### config.mk
export PLATFORM = sky130hd
export DESIGN_NAME = brle_emit
export DESIGN_NICKNAME = d
export VERILOG_FILES = /design/src/rtl/brle_pkg.sv /design/src/rtl/brle_emit.sv
export SDC_FILE = /design/constraint.sdc
export NUM_CORES = 1
export LEC_CHECK = 0
export BUFFER_PORTS_ARGS = -buffer_cell sky130_fd_sc_hd__buf_2
export CAP_MARGIN = 0
export CORE_MARGIN = 3
export CORE_UTILIZATION = 52
export CTS_CLUSTER_DIAMETER = 50
export DETAILED_ROUTE_END_ITERATION = 8
export PLACE_DENSITY = 0.81
export SLEW_MARGIN = 20
export SYNTH_ARGS = -nofsm -noshare
export SYNTH_HDL_FRONTEND = slang
export SYNTH_SLANG_ARGS = --single-unit
### constraint.sdc
create_clock -name clk -period 5.6 [get_ports clk]
set_input_delay 0.56 -clock clk [delete_from_list [all_inputs] [get_ports clk]]
set_output_delay 0.56 -clock clk [all_outputs]
set_load 0.02 [all_outputs]
### src/rtl/brle_pkg.sv
// Package for the BMP RLE8/RLE4 pixel decoder.
// Holds field widths, mode, escape and register codes, phase and descriptor types.
// No dependencies.
package brle_pkg;

  localparam int COL_W      = 13;
  localparam int ROW_W      = 14;
  localparam int CNT_W      = 8;
  localparam int BYTE_W     = 8;
  localparam int COLOR_W    = 32;
  localparam int ADDR_W     = 24;
  localparam int MODE_W     = 2;
  localparam int CFG_IDX_W  = 2;
  localparam int CFG_DATA_W = 13;
  localparam int NIB_W      = 4;

  localparam int MAX_WIDTH            = 4096;
  localparam int MAX_HEIGHT           = 4096;
  localparam int PALETTE_ENTRIES_DEF  = 256;

  localparam logic [COL_W-1:0] COL_MAX = '1;
  localparam logic signed [ROW_W-1:0] ROW_MIN = {1'b1, {(ROW_W-1){1'b0}}};

  localparam logic [CFG_DATA_W-1:0] WIDTH_RST  = CFG_DATA_W'(1);
  localparam logic [CFG_DATA_W-1:0] HEIGHT_RST = CFG_DATA_W'(1);

  localparam logic [MODE_W-1:0] MODE_PAL   = 2'd0;
  localparam logic [MODE_W-1:0] MODE_START = 2'd1;
  localparam logic [MODE_W-1:0] MODE_BYTE  = 2'd2;

  localparam logic [CFG_IDX_W-1:0] REG_WIDTH  = 2'd0;
  localparam logic [CFG_IDX_W-1:0] REG_HEIGHT = 2'd1;
  localparam logic [CFG_IDX_W-1:0] REG_NIBBLE = 2'd2;

  localparam logic [BYTE_W-1:0] ESC_EOL   = 8'd0;
  localparam logic [BYTE_W-1:0] ESC_EOB   = 8'd1;
  localparam logic [BYTE_W-1:0] ESC_DELTA = 8'd2;

  typedef enum logic [6:0] {
    PH_COUNT  = 7'b0000001,
    PH_COLOR  = 7'b0000010,
    PH_ESCAPE = 7'b0000100,
    PH_DX     = 7'b0001000,
    PH_DY     = 7'b0010000,
    PH_ABS    = 7'b0100000,
    PH_PAD    = 7'b1000000
  } phase_t;

  typedef struct packed {
    logic                     valid;
    logic                     eoi;
    logic                     oor;
    logic                     use_b;
    logic [CNT_W-1:0]         n;
    logic [COL_W-1:0]         col;
    logic signed [ROW_W-1:0]  row;
    logic [CFG_DATA_W-1:0]    width;
  } desc_t;

  typedef struct packed {
    logic               wr_en;
    logic [BYTE_W-1:0]  wr_idx;
    logic [COLOR_W-1:0] wr_data;
    logic               rd_en;
    logic [BYTE_W-1:0]  rd_idx_a;
    logic [NIB_W-1:0]   rd_idx_b;
  } pal_req_t;

endpackage

### src/rtl/brle_emit.sv
// Run output stage: holds a descriptor while the palette read completes,
// forms the linear address and drives the output register. Depends on brle_pkg.
module brle_emit import brle_pkg::*; (
  input  logic               clk,
  input  logic               rst_n,
  input  logic               take,
  input  desc_t              desc,
  input  logic [COLOR_W-1:0] rd_data_a,
  input  logic [COLOR_W-1:0] rd_data_b,
  input  logic               rd_ok_a,
  output logic               in_ready,
  output logic               out_valid,
  input  logic               out_ready,
  output logic [ADDR_W-1:0]  out_start_address,
  output logic [CNT_W-1:0]   out_pixel_count,
  output logic [COLOR_W-1:0] out_first_color,
  output logic [COLOR_W-1:0] out_second_color,
  output logic               out_end_of_image,
  output logic               out_out_of_range
);

  logic                s1_valid_r, s1_valid_nxt;
  desc_t               s1_r;
  logic                s1_adv;
  logic                out_valid_r, out_valid_nxt;
  logic [ADDR_W-1:0]   addr_r, addr_nxt;
  logic [CNT_W-1:0]    cnt_r;
  logic [COLOR_W-1:0]  c1_r, c1_nxt;
  logic [COLOR_W-1:0]  c2_r, c2_nxt;
  logic                eoi_r;
  logic                oor_r;
  logic [ADDR_W-1:0]   row_ext, w_ext;
  logic [2*ADDR_W-1:0] prod;

  assign s1_adv   = s1_valid_r && (!out_valid_r || out_ready);
  assign in_ready = !s1_valid_r || !out_valid_r || out_ready;

  assign row_ext  = ADDR_W'(s1_r.row);
  assign w_ext    = ADDR_W'(s1_r.width);
  assign prod     = row_ext * w_ext;

  always_comb begin
    addr_nxt = prod[ADDR_W-1:0] + ADDR_W'(s1_r.col);
    c1_nxt   = rd_ok_a ? rd_data_a : '0;
    c2_nxt   = s1_r.use_b ? rd_data_b : c1_nxt;
    if (s1_r.eoi) begin
      addr_nxt = '0;
      c1_nxt   = '0;
      c2_nxt   = '0;
    end
  end

  always_comb begin
    s1_valid_nxt = s1_valid_r;
    if (take && desc.valid) begin
      s1_valid_nxt = 1'b1;
    end else if (s1_adv) begin
      s1_valid_nxt = 1'b0;
    end
    out_valid_nxt = out_valid_r;
    if (s1_adv) begin
      out_valid_nxt = 1'b1;
    end else if (out_ready) begin
      out_valid_nxt = 1'b0;
    end
  end

  always_ff @(posedge clk) begin
    if (!rst_n) begin
      s1_valid_r  <= 1'b0;
      out_valid_r <= 1'b0;
    end else begin
      s1_valid_r  <= s1_valid_nxt;
      out_valid_r <= out_valid_nxt;
    end
  end

  always_ff @(posedge clk) begin
    if (take && desc.valid) begin
      s1_r <= desc;
    end
    if (s1_adv) begin
      addr_r <= addr_nxt;
      cnt_r  <= s1_r.n;
      c1_r   <= c1_nxt;
      c2_r   <= c2_nxt;
      eoi_r  <= s1_r.eoi;
      oor_r  <= s1_r.oor && !s1_r.eoi;
    end
  end

  assign out_valid         = out_valid_r;
  assign out_start_address = addr_r;
  assign out_pixel_count   = cnt_r;
  assign out_first_color   = c1_r;
  assign out_second_color  = c2_r;
  assign out_end_of_image  = eoi_r;
  assign out_out_of_range  = oor_r;

endmodule

==> summary.txt <==
Global routing
  • Grt total ovfl: 0
  • Vias in the first global route: 9144
  • Global Route Usage Sum: 23.9%
  • Top Usage Layer GRT: met2
  • Grt met2 use: 40.6%
  • Largest net degree at the start of global routing: 62
  • Grt met3 use: 4.81%
  • GR Util met1: 30.2%
  • First-pass GRT wire length: 46200 um
  • Initial antenna violation count: 0

Critical path
  • Worst reg2reg setup slack: -0.17 ns
  • Delay-heaviest family, CP: adder cells
  • WP data arrival: 5.93 ns
  • Slowest CP cell: fa_1
  • CP Capture Type: register
  • Worst Path Buf+Inv: 5
  • Worst path max stage delay: 0.54 ns
  • Setup crit start kind: register
  • Most used cell, CP: fa_1
  • Critical path class: reg2reg
  • Worst EP required: 5.76 ns
  • CP Max Fanout: 5
  • CP cell instances: buf_6, and2_4, fa_1, inv_1, fa_1, inv_2, fa_1, fa_1, fa_1, inv_1, fa_1, inv_2, ha_4, nand4_1, a211oi_2, a22o_1, a21oi_2, a31oi_1, mux2_1

Placement
  • DP Wirelength: 21800 um
  • Port buffer count: 220
  • Worst slack, placed: -0.282 ns
  • Dpl cells: 1619
  • GPL Wtd Cong: 0.855

Clocking
  • Worst skew pair latency: 0.42 ns
  • Clk buf depth: 2
  • TritonCTS clock tree: built
  • Root buf cell: clkbuf_16
  • CTS buffer count: 17
  • H-tree Lvls: 4
  • Worst-path clk slew: 0.08 ns
  • CTS Sinks: 151

Logic synthesis
  • Synth Area in Adders: 33.8%
  • Yosys cell types: 47
  • Post-synth top flop: edfxtp_1
  • Post-synth net total: 1443
  • Xor and xnor area share after synthesis: 2.01%
  • Post-Syn Instances: 1096
  • Post-synth EDFFs: 149
  • Seq/Total Area, Yosys: 37.6%
  • Mux cell area share after synthesis: 0.313%
  • Combinational family with the most area after synthesis: adder cells
  • Compound-Gate Fraction of Synth Area: 5.28%
  • Yosys warning total: 0
  • Simple-Gate Fraction of Synth Area: 13.8%
  • Mapped Area: 12000 sq um
  • Mean Syn Cell Area: 10.9 sq um
  • Async S/R FF share, synth: 0%
  • Seq cells post-synth: 151

Routing
  • Avg Vias per Cell: 5.28
  • DRT Pass-1 Iters: 5
  • Total wire length: 28400 um
  • DRC: 0
  • Final ANT Viol Nets: 0
  • Drt wl/cell: 17.2 um
  • Vias: 8756
  • DRT iter0 DRCs: 563

Cells and area
  • Final cell count without fillers: 1657
  • Layout area overhead: 22.1%
  • Layout cells sized above 1: 27.3%
  • Most common cell after layout, fill and taps aside: buf_2
  • Most frequent cells in the layout: 220 x buf_2, 173 x inv_1, 163 x fa_1
  • Nets: 1711
  • Ant diodes: 0
  • Layout Utilization: 65.9%

STA
  • Min Tclk post-route: 5.77 ns
  • Slew headroom: 47.5%
  • Clk_skew: 0.0138 ns
  • RSZ-0062 raised after global routing: true
  • Final hold violation count: 0
  • Setup violations, final: 10
  • Final slew viol count: 0
  • Fmax: 0.173 GHz
  • Worst-Margin Slew: 0.788 ns
  • Final Worst Setup Slack: -0.167 ns
  • Final period util: 103%

Run
  • Max-capacitance violation count: 0

Die
  • Core area: 22200 sq um
  • Die Ht: 158 um
  • Total die area: 24900 sq um
  • Die W: 158 um
  • Row cnt: 54
  • Initial Utilization: 54.0%
  • # IOs: 221

Status
  • Status: finished, violations left
  • Failing checks: setup timing

Worst hold path
  • Worst hold path class: in2reg
==> registers in the layout (all words and copies together), names as in the netlist <==
signal and count:
out_end_of_image 1, out_second_color 32, s1_r 37, out_valid 1
row_ext 14, s1_valid_r 1, out_first_color 32, out_out_of_range 1
out_start_address 24, out_pixel_count 8
==> kinds of logic (layout without fill, tap and decap cells) <==
family / count (synthesis) / count (layout)
multiplexers: 3 / 3
buffers and inverters: 227 / 508
flip-flops: 151 / 151
adder cells (fa/ha/maj): 226 / 226
AO/OA/AOI/OAI: 98 / 98
XOR/XNOR: 26 / 26
AND/OR/NAND/NOR: 365 / 365
==> through the flow <==
step	setup TNS, ns	cell area [sq um]	hold WS (ns)
finish	-0.867	14700	0.306
global route	-2.47	14700	0.293
CTS	-0.696	14600	0.286
detailed placement	-2.25	13800	0.405
global placement	-0.741	13800	0.401
floorplan	-0.0163	12000	0.400
==> what timing repair did <==
item	CTS	global route
hold buffers	0	0
gates cloned	0	0
pin swaps	27	13
endpoints found under the setup margin	12	15
resized for setup	21	22
buffers inserted	5	1
==> cell usage after synthesis, types with 2 or more instances <==
cell type | instances | share of area (%)
inv_1 | 180 | 5.6
fa_1 | 164 | 27
edfxtp_1 | 149 | 37
nand2_1 | 133 | 4.2
nor2_1 | 114 | 3.6
and2_1 | 88 | 4.6
ha_1 | 62 | 6.5
a21oi_1 | 49 | 2.0
clkbuf_1 | 41 | 1.3
xnor2_1 | 18 | 1.3
nor2b_1 | 10 | 0.52
nor3_1 | 9 | 0.38
a21o_1 | 8 | 0.50
o21ai_0 | 8 | 0.33
o21a_1 | 7 | 0.44
xor2_1 | 7 | 0.51
buf_1 | 6 | 0.19
a211oi_1 | 5 | 0.31
a2111oi_0 | 2 | 0.15
a22o_1 | 2 | 0.15
a31oi_1 | 2 | 0.10
and3_1 | 2 | 0.10
dfxtp_1 | 2 | 0.33
mux2_1 | 2 | 0.19
nand3_1 | 2 | 0.083
o211ai_1 | 2 | 0.13
o21ai_1 | 2 | 0.083
==> final timing paths <==
| path | from | endpoint | cells past startpoint |
|---|---|---|---|
| worst min-delay path | desc[6] | s1_r[6] | 1 |
| worst min register to register | s1_r[41] | out_pixel_count[1] | 0 |
| worst max register to register | s1_r[1] | out_start_address[21] | 19 |
| worst max-delay path | s1_r[1] | out_start_address[21] | 19 |
==> area by class of cell <==
cell class / count / area [sq um]
clock buffer: 18 / 429
clock inverter: 14 / 149
fill: 1647 / 7580
inverter: 180 / 676
multi-input combinational: 718 / 6840
sequential: 151 / 4510
tap: 280 / 350
timing repair buffer: 296 / 1690
==> metal layers <==
metal | vias to the layer above | wire [um]
met2 | 354 | 14500
met5 | - | 0
li1 | 3993 | -
met4 | 0 | 1070
met3 | 81 | 2050
met1 | 4328 | 10800
==> worst reg2reg max path, cell delays in order, from the launching register on <==
cell	delay, ns
edfxtp_1	0.49
buf_6	0.18
and2_4	0.15
fa_1	0.54
inv_1	0.05
fa_1	0.49
inv_2	0.04
fa_1	0.53
fa_1	0.45
fa_1	0.50
inv_1	0.05
fa_1	0.50
inv_2	0.05
ha_4	0.29
nand4_1	0.12
a211oi_2	0.23
a22o_1	0.23
a21oi_2	0.10
a31oi_1	0.19
mux2_1	0.34
Power is not shown: default switching activity piles up to over one toggle a cycle in this logic, so the estimate is an artifact.
