--- src/rtl/brle_pkg.sv ---
// Package for the BMP RLE8/RLE4 pixel decoder.
// Holds field widths, mode, escape and register codes, phase and descriptor types.
// No dependencies.
package brle_pkg;

  localparam int COL_W      = 13;
  localparam int ROW_W      = 14;
  localparam int CNT_W      = 8;
  localparam int BYTE_W     = 8;
  localparam int COLOR_W    = 32;
  localparam int ADDR_W     = 24;
  localparam int MODE_W     = 2;
  localparam int CFG_IDX_W  = 2;
  localparam int CFG_DATA_W = 13;
  localparam int NIB_W      = 4;

  localparam int MAX_WIDTH            = 4096;
  localparam int MAX_HEIGHT           = 4096;
  localparam int PALETTE_ENTRIES_DEF  = 256;

  localparam logic [COL_W-1:0] COL_MAX = '1;
  localparam logic signed [ROW_W-1:0] ROW_MIN = {1'b1, {(ROW_W-1){1'b0}}};

  localparam logic [CFG_DATA_W-1:0] WIDTH_RST  = CFG_DATA_W'(1);
  localparam logic [CFG_DATA_W-1:0] HEIGHT_RST = CFG_DATA_W'(1);

  localparam logic [MODE_W-1:0] MODE_PAL   = 2'd0;
  localparam logic [MODE_W-1:0] MODE_START = 2'd1;
  localparam logic [MODE_W-1:0] MODE_BYTE  = 2'd2;

  localparam logic [CFG_IDX_W-1:0] REG_WIDTH  = 2'd0;
  localparam logic [CFG_IDX_W-1:0] REG_HEIGHT = 2'd1;
  localparam logic [CFG_IDX_W-1:0] REG_NIBBLE = 2'd2;

  localparam logic [BYTE_W-1:0] ESC_EOL   = 8'd0;
  localparam logic [BYTE_W-1:0] ESC_EOB   = 8'd1;
  localparam logic [BYTE_W-1:0] ESC_DELTA = 8'd2;

  typedef enum logic [6:0] {
    PH_COUNT  = 7'b0000001,
    PH_COLOR  = 7'b0000010,
    PH_ESCAPE = 7'b0000100,
    PH_DX     = 7'b0001000,
    PH_DY     = 7'b0010000,
    PH_ABS    = 7'b0100000,
    PH_PAD    = 7'b1000000
  } phase_t;

  typedef struct packed {
    logic                     valid;
    logic                     eoi;
    logic                     oor;
    logic                     use_b;
    logic [CNT_W-1:0]         n;
    logic [COL_W-1:0]         col;
    logic signed [ROW_W-1:0]  row;
    logic [CFG_DATA_W-1:0]    width;
  } desc_t;

  typedef struct packed {
    logic               wr_en;
    logic [BYTE_W-1:0]  wr_idx;
    logic [COLOR_W-1:0] wr_data;
    logic               rd_en;
    logic [BYTE_W-1:0]  rd_idx_a;
    logic [NIB_W-1:0]   rd_idx_b;
  } pal_req_t;

endpackage

--- src/rtl/brle_ctrl.sv ---
// Stream parser: configuration registers, position, phase and run counters.
// Produces run descriptors and palette requests. Depends on brle_pkg.
module brle_ctrl import brle_pkg::*; (
  input  logic                  clk,
  input  logic                  rst_n,
  input  logic                  cfg_valid,
  input  logic [CFG_IDX_W-1:0]  cfg_index,
  input  logic [CFG_DATA_W-1:0] cfg_data,
  input  logic                  take,
  input  logic [MODE_W-1:0]     in_mode,
  input  logic [BYTE_W-1:0]     in_data_byte,
  input  logic [BYTE_W-1:0]     in_palette_index,
  input  logic [COLOR_W-1:0]    in_palette_color,
  output desc_t                 desc,
  output pal_req_t              pal_req
);

  logic [CFG_DATA_W-1:0]   width_r, height_r;
  logic                    nibble_r;
  logic [COL_W-1:0]        column_r, column_nxt;
  logic signed [ROW_W-1:0] row_r, row_nxt;
  phase_t                  phase_r, phase_nxt;
  logic [CNT_W-1:0]        run_len_r, run_len_nxt;
  logic [CNT_W-1:0]        abs_rem_r, abs_rem_nxt;
  logic                    pad_r, pad_nxt;
  logic                    finished_r, finished_nxt;

  logic [CFG_DATA_W-1:0]   eff_w, eff_h;
  logic signed [ROW_W-1:0] start_row;
  logic                    emit;
  logic [CNT_W-1:0]        emit_n;
  logic [CNT_W-1:0]        abs_n;
  logic [CNT_W:0]          b_inc;
  logic [COL_W:0]          run_end;

  function automatic logic [COL_W-1:0] col_add(input logic [COL_W-1:0] c,
                                                input logic [CNT_W-1:0] n);
    logic [COL_W:0] s;
    s = {1'b0, c} + (COL_W+1)'(n);
    return s[COL_W] ? COL_MAX : s[COL_W-1:0];
  endfunction

  function automatic logic signed [ROW_W-1:0] row_sub(input logic signed [ROW_W-1:0] r,
                                                       input logic [CNT_W-1:0] n);
    logic signed [ROW_W:0] d;
    d = {r[ROW_W-1], r} - $signed((ROW_W+1)'(n));
    return (d < $signed({ROW_MIN[ROW_W-1], ROW_MIN})) ? ROW_MIN : d[ROW_W-1:0];
  endfunction

  always_comb begin
    eff_w = width_r;
    if (width_r == '0) begin
      eff_w = CFG_DATA_W'(1);
    end else if (32'(width_r) > MAX_WIDTH) begin
      eff_w = CFG_DATA_W'(MAX_WIDTH);
    end
    eff_h = height_r;
    if (height_r == '0) begin
      eff_h = CFG_DATA_W'(1);
    end else if (32'(height_r) > MAX_HEIGHT) begin
      eff_h = CFG_DATA_W'(MAX_HEIGHT);
    end
  end

  assign start_row = $signed({1'b0, eff_h - CFG_DATA_W'(1)});
  assign b_inc     = {1'b0, in_data_byte} + (CNT_W+1)'(1);
  assign abs_n     = !nibble_r ? CNT_W'(1) :
                     (abs_rem_r >= CNT_W'(2)) ? CNT_W'(2) : abs_rem_r;
  assign run_end   = {1'b0, column_r} + (COL_W+1)'(emit_n);

  always_comb begin
    column_nxt   = column_r;
    row_nxt      = row_r;
    phase_nxt    = phase_r;
    run_len_nxt  = run_len_r;
    abs_rem_nxt  = abs_rem_r;
    pad_nxt      = pad_r;
    finished_nxt = finished_r;
    emit         = 1'b0;
    emit_n       = '0;
    desc         = '0;
    pal_req      = '0;
    pal_req.wr_idx   = in_palette_index;
    pal_req.wr_data  = in_palette_color;
    pal_req.rd_idx_a = nibble_r ? BYTE_W'(in_data_byte[BYTE_W-1:NIB_W]) : in_data_byte;
    pal_req.rd_idx_b = in_data_byte[NIB_W-1:0];
    if (take) begin
      case (in_mode)
        MODE_PAL: begin
          pal_req.wr_en = 1'b1;
        end
        MODE_START: begin
          column_nxt   = '0;
          row_nxt      = start_row;
          phase_nxt    = PH_COUNT;
          run_len_nxt  = '0;
          abs_rem_nxt  = '0;
          pad_nxt      = 1'b0;
          finished_nxt = 1'b0;
        end
        MODE_BYTE: begin
          if (!finished_r) begin
            case (phase_r)
              PH_COUNT: begin
                if (in_data_byte != '0) begin
                  run_len_nxt = in_data_byte;
                  phase_nxt   = PH_COLOR;
                end else begin
                  phase_nxt = PH_ESCAPE;
                end
              end
              PH_COLOR: begin
                emit          = 1'b1;
                emit_n        = run_len_r;
                desc.use_b    = nibble_r;
                pal_req.rd_en = 1'b1;
                phase_nxt     = PH_COUNT;
              end
              PH_ESCAPE: begin
                phase_nxt = PH_COUNT;
                if (in_data_byte == ESC_EOL) begin
                  column_nxt = '0;
                  row_nxt    = row_sub(row_r, CNT_W'(1));
                end else if (in_data_byte == ESC_EOB) begin
                  finished_nxt = 1'b1;
                  desc.valid   = 1'b1;
                  desc.eoi     = 1'b1;
                end else if (in_data_byte == ESC_DELTA) begin
                  phase_nxt = PH_DX;
                end else begin
                  abs_rem_nxt = in_data_byte;
                  pad_nxt     = nibble_r ? b_inc[1] : in_data_byte[0];
                  phase_nxt   = PH_ABS;
                end
              end
              PH_DX: begin
                column_nxt = col_add(column_r, in_data_byte);
                phase_nxt  = PH_DY;
              end
              PH_DY: begin
                row_nxt   = row_sub(row_r, in_data_byte);
                phase_nxt = PH_COUNT;
              end
              PH_ABS: begin
                emit          = 1'b1;
                emit_n        = abs_n;
                desc.use_b    = nibble_r && (abs_n == CNT_W'(2));
                pal_req.rd_en = 1'b1;
                abs_rem_nxt   = abs_rem_r - abs_n;
                if (abs_rem_r == abs_n) begin
                  phase_nxt = pad_r ? PH_PAD : PH_COUNT;
                end
              end
              PH_PAD: begin
                pad_nxt   = 1'b0;
                phase_nxt = PH_COUNT;
              end
              default: begin
                phase_nxt = PH_COUNT;
              end
            endcase
          end
        end
        default: begin
        end
      endcase
    end
    if (emit) begin
      desc.valid = 1'b1;
      column_nxt = col_add(column_r, emit_n);
    end
    desc.n     = emit_n;
    desc.col   = column_r;
    desc.row   = row_r;
    desc.width = eff_w;
    desc.oor   = (row_r < 0) || (row_r >= $signed({1'b0, eff_h})) ||
                 (run_end > {1'b0, eff_w});
  end

  always_ff @(posedge clk) begin
    if (!rst_n) begin
      width_r  <= WIDTH_RST;
      height_r <= HEIGHT_RST;
      nibble_r <= 1'b0;
    end else if (cfg_valid) begin
      case (cfg_index)
        REG_WIDTH:  width_r  <= cfg_data;
        REG_HEIGHT: height_r <= cfg_data;
        REG_NIBBLE: nibble_r <= cfg_data[0];
        default: begin
        end
      endcase
    end
  end

  always_ff @(posedge clk) begin
    if (!rst_n) begin
      column_r   <= '0;
      row_r      <= $signed(ROW_W'(HEIGHT_RST - CFG_DATA_W'(1)));
      phase_r    <= PH_COUNT;
      run_len_r  <= '0;
      abs_rem_r  <= '0;
      pad_r      <= 1'b0;
      finished_r <= 1'b0;
    end else begin
      column_r   <= column_nxt;
      row_r      <= row_nxt;
      phase_r    <= phase_nxt;
      run_len_r  <= run_len_nxt;
      abs_rem_r  <= abs_rem_nxt;
      pad_r      <= pad_nxt;
      finished_r <= finished_nxt;
    end
  end

endmodule

--- config.mk ---
export PLATFORM = sky130hd
export DESIGN_NAME = brle_ctrl
export DESIGN_NICKNAME = d
export VERILOG_FILES = /design/src/rtl/brle_pkg.sv /design/src/rtl/brle_ctrl.sv
export SDC_FILE = /design/constraint.sdc
export NUM_CORES = 1
export LEC_CHECK = 0
export BUFFER_PORTS_ARGS = -buffer_cell sky130_fd_sc_hd__buf_4
export CORE_UTILIZATION = 45
export DETAILED_ROUTE_END_ITERATION = 10
export HOLD_SLACK_MARGIN = 0.15
export PLACE_DENSITY_LB_ADDON = 0.15
export RECOVER_POWER = 100
export SYNTH_ARGS = -nofsm -noshare
export SYNTH_HDL_FRONTEND = slang
export SYNTH_SLANG_ARGS = --single-unit
--- constraint.sdc ---
create_clock -name clk -period 12.25 [get_ports clk]
set_clock_uncertainty 0.1 [all_clocks]
set_input_delay 1.225 -clock clk [delete_from_list [all_inputs] [get_ports clk]]
set_output_delay 1.225 -clock clk [all_outputs]
set_load 0.05 [all_outputs]
==> results of run 1 <==
==> layout make-up <==
cell class	instances	area (um2)	area share, %
Clock buffer	12	246	3.17
Inverter	51	191	2.46
Clock inverter	4	45.0	0.579
Sequential cell	79	1580	20.3
Multi-Input combinational cell	775	4980	64.0
Timing Repair Buffer	95	477	6.12
Tap cell	211	264	3.39
==> worst min-delay path, stage by stage, from the launching register on <==
cell	delay [ns]
dfxtp_1	0.31
nand2_1	0.05
a21boi_0	0.06
==> layer usage <==
metal	vias up	part of all wire, %
met5	-	0
met4	0	2.2
met3	40	7.1
met2	244	44
met1	3335	47
li1	3541	-
==> registers in the layout, indices dropped and copies added (netlist names) <==
register and flops:
pad_r 1, phase_r 7, abs_rem_r 8, run_len_r 8, row_r 14, height_r 13
finished_r 1, nibble_r 1, width_r 13, column_r 13
==> power by group through the flow <==
stage / clock, mW / sequential, mW / combinational, mW
2_1_floorplan: 0 / 0.298 / 0.188
5_1_grt: 0.287 / 0.286 / 0.245
6_report: 0.273 / 0.284 / 0.222
3_3_place_gp: 0 / 0.289 / 0.226
4_1_cts: 0.278 / 0.284 / 0.229
3_5_place_dp: 0 / 0.289 / 0.227
==> stage by stage <==
stage	worst slack, ns	utilization (%)	cells	power (mW)
after global routing	3.02	50.5	1227	0.818
after detailed placement	5.12	50.1	1211	0.517
after CTS	5.10	52.0	1227	0.790
after global placement	5.20	50.1	1211	0.516
final	3.63	50.5	1227	0.779
after floorplan	5.43	-	991	0.487
==> worst min-delay path by stage <==
stage                            start           end  slack (ns)  depth (start not counted)
final                     abs_rem_r[0]  abs_rem_r[0]        0.38                          2
after global routing      run_len_r[0]  run_len_r[0]        0.40                          2
after CTS                 abs_rem_r[0]  abs_rem_r[0]        0.37                          2
after detailed placement  abs_rem_r[0]  abs_rem_r[0]        0.36                          2
after global placement    abs_rem_r[0]  abs_rem_r[0]        0.36                          2
after floorplan           run_len_r[4]  run_len_r[4]        0.34                          2
==> placed cells by master (no fill, tap or decap), types with 10 or more instances in the layout <==
cell	count
a21boi_0	43
a21oi_1	55
a31oi_1	17
buf_4	32
clkbuf_1	65
dfxtp_1	79
ha_1	65
inv_1	51
nand2_1	156
nand3_1	40
nand4_1	10
nor2_1	68
nor2b_1	15
nor3_1	23
nor4_1	16
o211ai_1	10
o21ai_0	58
xnor2_1	23
xor2_1	14
==> cell families (layout without fill, tap and decap cells) <==
group / Yosys count / count (layout)
simple gates: 397 / 397
compound gates: 263 / 263
buf+inv: 137 / 162
flops: 79 / 79
fa+ha+maj: 69 / 69
xor+xnor: 37 / 37
mux: 4 / 4
other cells: 1 / 5
==> flow_summary.toml, run 1 <==
[status]
status = "finished, violations left"
violations = "max-capacitance violations, max-slew violations"

[grt]
grt_util_met2_pct = 41.5
top_usage_layer = "met2"
grt_pass1_vias = 6638
gr-usage-met3_pct = 4.91
grt_pass1_wl_um = 34900
grt.total_usage_pct = 27.2
grt_overflow = 0
grt_max_degree = 84
antenna_found_initial = 0
grtUsageMet1_pct = 37.7

[drt]
routed_wl_um = 22300
drt_iter0_markers = 753
vias = 7160
post-route-drc-count = 0
firstDrtPassIters = 5
wl_per_cell_um = 18.2
vias_per_cell = 5.84
final_antenna_net_count = 0

[die]
rows = 45
initial_utilization_pct = 46.9
die_h_um = 129
die_w_um = 129
coreArea_um2 = 15400
die_area_um2 = 16600
io_pins = 175

[setup_path]
worstRegToRegCells = 12
r2r-start = "nibble_r"
arrival_ns = 7.29
crit_start = "in_mode[0]"
worstReg2RegEnd = "column_r[8]"
worstPathBufferInverterCount = 4
endpoint = "desc[49]"
path_depth = 19
worst_setup_path_end_kind = "primary output"
worst_path_max_delay_cell = "clkbuf_1"
reg2reg_slack_ns = 7.68
critPathMaxFanout = 48
crit_chain = "clkbuf_1, inv_1, ha_1, clkbuf_1, nand3b_1, nor2_1, and2_0, ha_1, a21oi_1, o211ai_1, o41a_1, xor2_1, ha_1, nor2b_1, o21ai_0, a21oi_1, o41ai_1, nand3_1, clkbuf_1"
crit_family = "buffers and inverters"
critPathLaunchType = "primary input"
cpPeakStageDelay_ns = 1.45
cp_data_required_time_ns = 10.93
path_class = "in2out"

[clock_network]
worstSkewPairLatency_ns = 0.35
hold_buffers = 0
cts_tree = "yes"
cts_root_buf = "clkbuf_16"
clk_pin_slew_ns = 0.06
h-tree-depth = 3
ctsResizeCount = 0
cts_max_path_buffers = 2
postCtsSetupRepairBufs = 0
clock_sinks = 79
cts_buffers = 9

[cells_and_area]
fin_area_um2 = 7780
nets = 1149
num_antenna_cells = 0
nFillCells = 1661
area_delta_synth_final_pct = 7.55
drive_above_1_share_pct = 5.71

[power_and_ir_drop]
sw_frac_of_total_pct = 35.2
p_per_area_nw_per_um2 = 100
pwr-share-clk_pct = 35.1
combPwrFrac_pct = 28.5
switchingPower_mw = 0.274
ir_drop_mv = 0.0669
intPower_mw = 0.505
power.leakage_nw = 3.14
p_seq_share_pct = 36.5

[place]
placed_cell_area_um2 = 7730
place_congestion = 0.908
dp_hpwl_um = 16800
port_buffers = 94

[timing]
setup_viol = 0
clock.fmax_mhz = 116
hold_violations = 0
slew_headroom_pct = -114
maxSlewViolCount = 133
rsz0062_at_grt = "no"
fin_crit_sh_pct = 70.3
period_needed_ns = 8.62
tns_ns = 0
worst_hold_slack_ns = 0.377
tightest_slew_ns = 3.21

[logic_synthesis]
yosys.area_share.simple_pct = 26.6
ys_seq_elements = 79
synth.largest_area_cell = "dfxtp_1"
synth_compound_gate_area_share_pct = 24.6
synth_top_area_share_pct = 21.8
synth_xor_area_share_pct = 4.48
synth.distinct_cells = 76
synth.area.mux_share_pct = 0.553
synth.cell_area_um2 = 7240
ys.flop_type = "dfxtp_1"
yosys-top-cells-area = "dfxtp_1 (22%), ha_1 (11%), nand2_1 (8.1%)"
synth_common_cells = "nand2_1 (156), dfxtp_1 (79), nor2_1 (68)"
synth.avg_cell_area_um2 = 7.33
synthAdderAreaFrac_pct = 12.3
ys.warnings.count = 0
synth_edf_count = 0
yosysSeqAreaShare_pct = 21.8
yosysMostFrequentCell = "nand2_1"
synthCells = 987
ys_async_sr_fraction_pct = 0
synth_top_family_by_area = "simple AND/OR/NAND/NOR gates"

[hold_path]
min_path_type = "reg2reg"

[run]
maxCapViolCount = 2
No activity file was read; power rests on OpenSTA's default activity.
==> inputs of run 2 (changes only) <==
- clock period: 12.25 -> 7.9 ns (I/O delays scaled with it)
==> run 2 against run 1 <==
  * The run still ends with max-capacitance violations, max-slew violations left
  * Flip-flop and latch count stayed put
  * Register-to-register slack worse by 4.0 ns
  * First-iteration DRC count is 13% lower
  * Sequential power grew 55%
  * Power is 53% higher
  * Clock power increased by 48%
  * Wire length down 0.23%
  * Die area is the same
  * Cell area barely moved
  * Critical endpoint unchanged
==> flow_summary.toml, run 2 (same netlist as run 1, synthesis figures left out) <==
[status]
status = "finished, violations left"
violations = "max-capacitance violations, max-slew violations"

[power_and_ir_drop]
sw_frac_of_total_pct = 36.6
combPwrFrac_pct = 29.1
p_per_area_nw_per_um2 = 153
power.leakage_nw = 3.13
p_total_mw = 1.19
switchingPower_mw = 0.435
pwr-share-clk_pct = 33.9
ir_drop_mv = 0.120
intPower_mw = 0.754
p_seq_share_pct = 37.0

[die]
io_pins = 175
rows = 45
die_w_um = 129
initial_utilization_pct = 46.9
die_area_um2 = 16600
die_h_um = 129
coreArea_um2 = 15400

[run]
maxCapViolCount = 1

[place]
dp_slack_ns = 2.05
place_inst = 1214
dp_hpwl_um = 16800
place_congestion = 0.931
placed_cell_area_um2 = 7760
port_buffers = 94

[cells_and_area]
top_register = "row_r"
area_delta_synth_final_pct = 7.45
post-route-util_pct = 50.4
final_common_cell = "nand2_1"
stdcell_count = 1230
largest_reg_flops = 14
final_cell_mix = "nand2_1 (156), dfxtp_1 (79), nor2_1 (68)"
drive_above_1_share_pct = 5.89
num_antenna_cells = 0
nets = 1152
fin_area_um2 = 7780

[setup_path]
cpMostUsedCell = "a21oi_1"
cpPeakStageDelay_ns = 0.64
path_class = "reg2out"
crit_family = "simple AND/OR/NAND/NOR gates"
worstPathBufferInverterCount = 1
crit_chain = "nor3_1, and2_0, nand2_1, a21oi_1, ha_1, a21oi_1, o2111ai_1, a31oi_1, nor2b_1, and3_1, xor2_1, ha_1, o21ai_0, a21oi_1, o41ai_1, nand3_1, clkbuf_1"
worst_path_max_delay_cell = "and2_0"
worst_setup_path_end_kind = "primary output"
arrival_ns = 5.43
cp_data_required_time_ns = 7.01
critPathLaunchType = "register"
critPathMaxFanout = 12

[timing]
setup_viol = 0
tightest_slew_ns = 3.36
setup_ws_ns = 1.58
fin_crit_sh_pct = 80.0
clock.fmax_mhz = 158
slew_headroom_pct = -124
maxSlewViolCount = 84
hold_violations = 0
tns_ns = 0
period_needed_ns = 6.32
rsz0062_at_grt = "no"
worst_hold_slack_ns = 0.379

[clock_network]
h-tree-depth = 3
ctsResizeCount = 0
cts_buffers = 9
worstSkewPairLatency_ns = 0.36
clock_sinks = 79
postCtsSetupRepairBufs = 0
clk_pin_slew_ns = 0.06
cts_tree = "yes"
hold_buffers = 0
cts_root_buf = "clkbuf_16"
cts_max_path_buffers = 2

[grt]
grt_pass1_vias = 6646
grt_overflow = 0
grt_pass1_wl_um = 35200
grt_max_degree = 84
grt.total_usage_pct = 27.5
antenna_found_initial = 0

[drt]
drt_iter0_markers = 655
routed_wl_um = 22300
vias = 7137
post-route-drc-count = 0
wl_per_cell_um = 18.1
vias_per_cell = 5.80
firstDrtPassIters = 4
final_antenna_net_count = 0

[hold_path]
min_path_type = "reg2reg"
## run 2: cell types whose count changed in the layout (fill, tap and decap cells not counted), moves of 2 or more
cell,change
and2_0,-2
and2_1,+2
buf_4,+2
clkinv_2,-2
## run 2: worst paths after layout
kind | slack [ns] | start | depth (start not counted) | to
max | 1.58 | phase_r[2] | 17 | desc[49]
min | 0.38 | run_len_r[6] | 2 | run_len_r[6]
max reg2reg | 3.70 | phase_r[2] | 11 | column_r[4]
min reg2reg | 0.38 | run_len_r[6] | 2 | run_len_r[6]
## run 2: power by group through the flow
| stage | Combinational [mW] | Clock, mW | Sequential [mW] |
|---|---|---|---|
| after floorplan | 0.292 | 0 | 0.463 |
| final | 0.345 | 0.403 | 0.440 |
| after detailed placement | 0.356 | 0 | 0.449 |
| after CTS | 0.358 | 0.408 | 0.440 |
| after global placement | 0.356 | 0 | 0.449 |
| after global routing | 0.380 | 0.425 | 0.442 |
## run 2: tightest hold or removal path, delay by kind of cell (launching register included)
kind	cells	cell delay [ns]
flops	1	0.32
compound gates	1	0.06
simple gates	1	0.05
## run 2: area by class of cell
| type | count | area [um2] |
|---|---|---|
| clock buffer | 12 | 246 |
| timing repair buffer | 98 | 495 |
| multi-input combinational | 775 | 4970 |
| fill | 1646 | 7650 |
| tap | 211 | 264 |
| inverter | 51 | 191 |
| sequential | 79 | 1580 |
| clock inverter | 4 | 30.0 |
## run 2: per-layer routing
metal / wire, um / global-route usage (%)
met2: 9780 / 42.6
met3: 1480 / 6.15
met1: 10600 / 37.9
met5: 0 / 0
met4: 438 / 8.72
==> inputs of run 3 (changes only) <==
- ABC_AREA: default -> 1
- clock period: 7.9 -> 5.7 ns (I/O delays scaled with it)
==> run 3 against run 2 <==
  * The run still ends with max-capacitance violations, max-slew violations left
  * Count of clock-buffer cells in the layout fell by 3
  * Synthesized cell count up 25%
  * Utilization shrank 0.85 points
  * Sequential power up 43%
  * Flip-flop and latch count is the same
  * Hold slack lost 0.0042 ns
  * Worst setup slack got worse by 0.83 ns
  * Wire length increased by 0.65%
  * Critical path depth grew 4
  * Non-clock buffer count shrank 2
  * Die area up 6.0%
  * Register-to-register slack worse by 1.5 ns
  * Critical path type unchanged
  * Largest cell class unchanged
==> flow_summary.toml, run 3 <==
[status]
status = "finished, violations left"
violations = "max-capacitance violations, max-slew violations"

[logic_synthesis]
synthCells = 1236
synth_top_area_share_pct = 20.6
ys.warnings.count = 0
synth.distinct_cells = 55
yosysSeqAreaShare_pct = 20.6
synth.largest_area_cell = "dfxtp_1"
synth.cell_area_um2 = 7680
ys_async_sr_fraction_pct = 0
synth.avg_cell_area_um2 = 6.21
synth_common_cells = "nand2_1 (286), nor2_1 (149), inv_1 (140)"
synth_edf_count = 0
ys.flop_type = "dfxtp_1"
yosys-top-cells-area = "dfxtp_1 (21%), nand2_1 (14%), ha_1 (11%)"
yosysMostFrequentCell = "nand2_1"
ys_seq_elements = 79

[run]
maxCapViolCount = 2

[timing]
setup_viol = 0
setup_ws_ns = 0.749
tightest_slew_ns = 2.03
clock.fmax_mhz = 202
tns_ns = 0
rsz0062_at_grt = "no"
maxSlewViolCount = 48
hold_violations = 0
slew_headroom_pct = -35.0
period_needed_ns = 4.95
fin_crit_sh_pct = 86.9

[setup_path]
cp_data_required_time_ns = 5.03
crit_chain = "inv_1, nor2_1, a21oi_1, a22oi_1, nor2_1, ha_1, fa_1, nand3_1, nand2_1, nand2_1, nand3b_1, nand2_1, xor2_1, ha_1, inv_1, o211ai_1, a21oi_1, nand2_1, nand2_1, nand2_1, buf_4"
path_class = "reg2out"
cpPeakStageDelay_ns = 0.65
critPathLaunchType = "register"
crit_family = "simple AND/OR/NAND/NOR gates"
r2r-start = "nibble_r"
worstPathBufferInverterCount = 3
worst_setup_path_end_kind = "primary output"
endpoint = "desc[49]"
cpMostUsedCell = "nand2_1"
worst_path_max_delay_cell = "dfxtp_1"
arrival_ns = 4.28
reg2reg_slack_ns = 2.19
critPathMaxFanout = 15
crit_start = "nibble_r"
path_depth = 21
worstRegToRegCells = 17
worstReg2RegEnd = "column_r[12]"

[die]
rows = 47
die_area_um2 = 17600
die_h_um = 133
initial_utilization_pct = 46.1
die_w_um = 133
io_pins = 175
coreArea_um2 = 16600

[power_and_ir_drop]
ir_drop_mv = 0.170
sw_frac_of_total_pct = 38.9
pwr-share-clk_pct = 33.3
p_seq_share_pct = 32.7
combPwrFrac_pct = 34.0
switchingPower_mw = 0.747
power.leakage_nw = 4.04
intPower_mw = 1.18
p_per_area_nw_per_um2 = 233

[cells_and_area]
final_cell_mix = "nand2_1 (286), nor2_1 (149), inv_1 (143)"
drive_above_1_share_pct = 6.83
nets = 1408
num_antenna_cells = 0
largest_reg_flops = 14
final_common_cell = "nand2_1"
top_register = "row_r"
area_delta_synth_final_pct = 7.41
stdcell_count = 1494

[clock_network]
hold_buffers = 0
cts_tree = "yes"
clk_pin_slew_ns = 0.07
h-tree-depth = 3
clock_sinks = 79
ctsResizeCount = 0
cts_max_path_buffers = 2
cts_root_buf = "clkbuf_16"
postCtsSetupRepairBufs = 0
cts_buffers = 9
worstSkewPairLatency_ns = 0.34

[drt]
wl_met1_um = 10800
top_layer_used = "met4"
post-route-drc-count = 0
firstDrtPassIters = 5
met2_length_um = 9850
routed_wl_um = 22400
vias = 7901
wl_per_cell_um = 15.0
vias_per_cell = 5.29
wl_met3_um = 1480
final_antenna_net_count = 0
drt_iter0_markers = 552

[place]
place_inst = 1479
port_buffers = 94
dp_slack_ns = 1.07
place_congestion = 0.900
dp_hpwl_um = 17600

[grt]
grt_pass1_wl_um = 36300
antenna_found_initial = 0
grt_overflow = 0
grt_max_degree = 48
grt_pass1_vias = 7059
grt.total_usage_pct = 25.7

[hold_path]
min_path_type = "reg2reg"
==> run 3: tightest hold or removal path, stage by stage, from the launching register on <==
cell	delay, ns
dfxtp_1	0.32
nand2_1	0.06
a21oi_1	0.05
==> run 3: kinds of logic after synthesis <==
logic type / Yosys count / synth area share (%)
and+or+nand+nor: 587 / 33.1
AOI/OAI and AO/OA: 228 / 16.2
other: 1 / 0.0488
DFF: 79 / 20.6
adders and majority gates: 69 / 11.6
xor gates and xnor gates: 36 / 4.11
buffers and inverters: 236 / 14.3
==> run 3: power by group through the flow <==
| stage | Combinational [mW] | Clock, mW | Sequential (mW) |
|---|---|---|---|
| 3_5_place_dp | 0.669 | 0 | 0.640 |
| 2_1_floorplan | 0.548 | 0 | 0.665 |
| 6_report | 0.654 | 0.641 | 0.628 |
| 5_1_grt | 0.736 | 0.676 | 0.633 |
| 3_3_place_gp | 0.665 | 0 | 0.640 |
| 4_1_cts | 0.674 | 0.651 | 0.628 |
==> run 3: how the worst min path moves through the flow <==
stage	startpoint	end	slack [ns]	depth (start not counted)
floorplan	run_len_r[4]	run_len_r[4]	0.33	2
global placement	run_len_r[1]	run_len_r[1]	0.35	2
detailed placement	run_len_r[1]	run_len_r[1]	0.36	2
CTS	cfg_data[0]	width_r[0]	0.37	3
global route	cfg_data[3]	height_r[3]	0.39	3
finish	run_len_r[1]	run_len_r[1]	0.38	2
==> run 3: per-layer routing <==
metal  track usage [%]  vias to the layer above
met5                 0                        -
met4              5.62                        0
met3              5.10                       21
met2              40.7                      264
met1              36.0                     3553
li1                  -                     4063
==> run 3: layout make-up <==
class,instances,area [um2]
Tap cell,220,275
Timing Repair Buffer,96,469
Sequential cell,79,1580
Clock inverter,6,93.8
Clock buffer,9,225
Inverter,159,604
Fill cell,1814,8390
Multi-Input combinational cell,925,5000
==> run 3: per-stage QoR <==
stage	cell area, um2	hold slack, ns	utilization, %	total power, mW
after floorplan	7690	0.331	-	1.21
after global placement	8200	0.354	49.3	1.31
after global routing	8250	0.388	49.6	2.04
after CTS	8520	0.365	51.2	1.95
final	8250	0.375	49.6	1.92
after detailed placement	8200	0.356	49.3	1.31
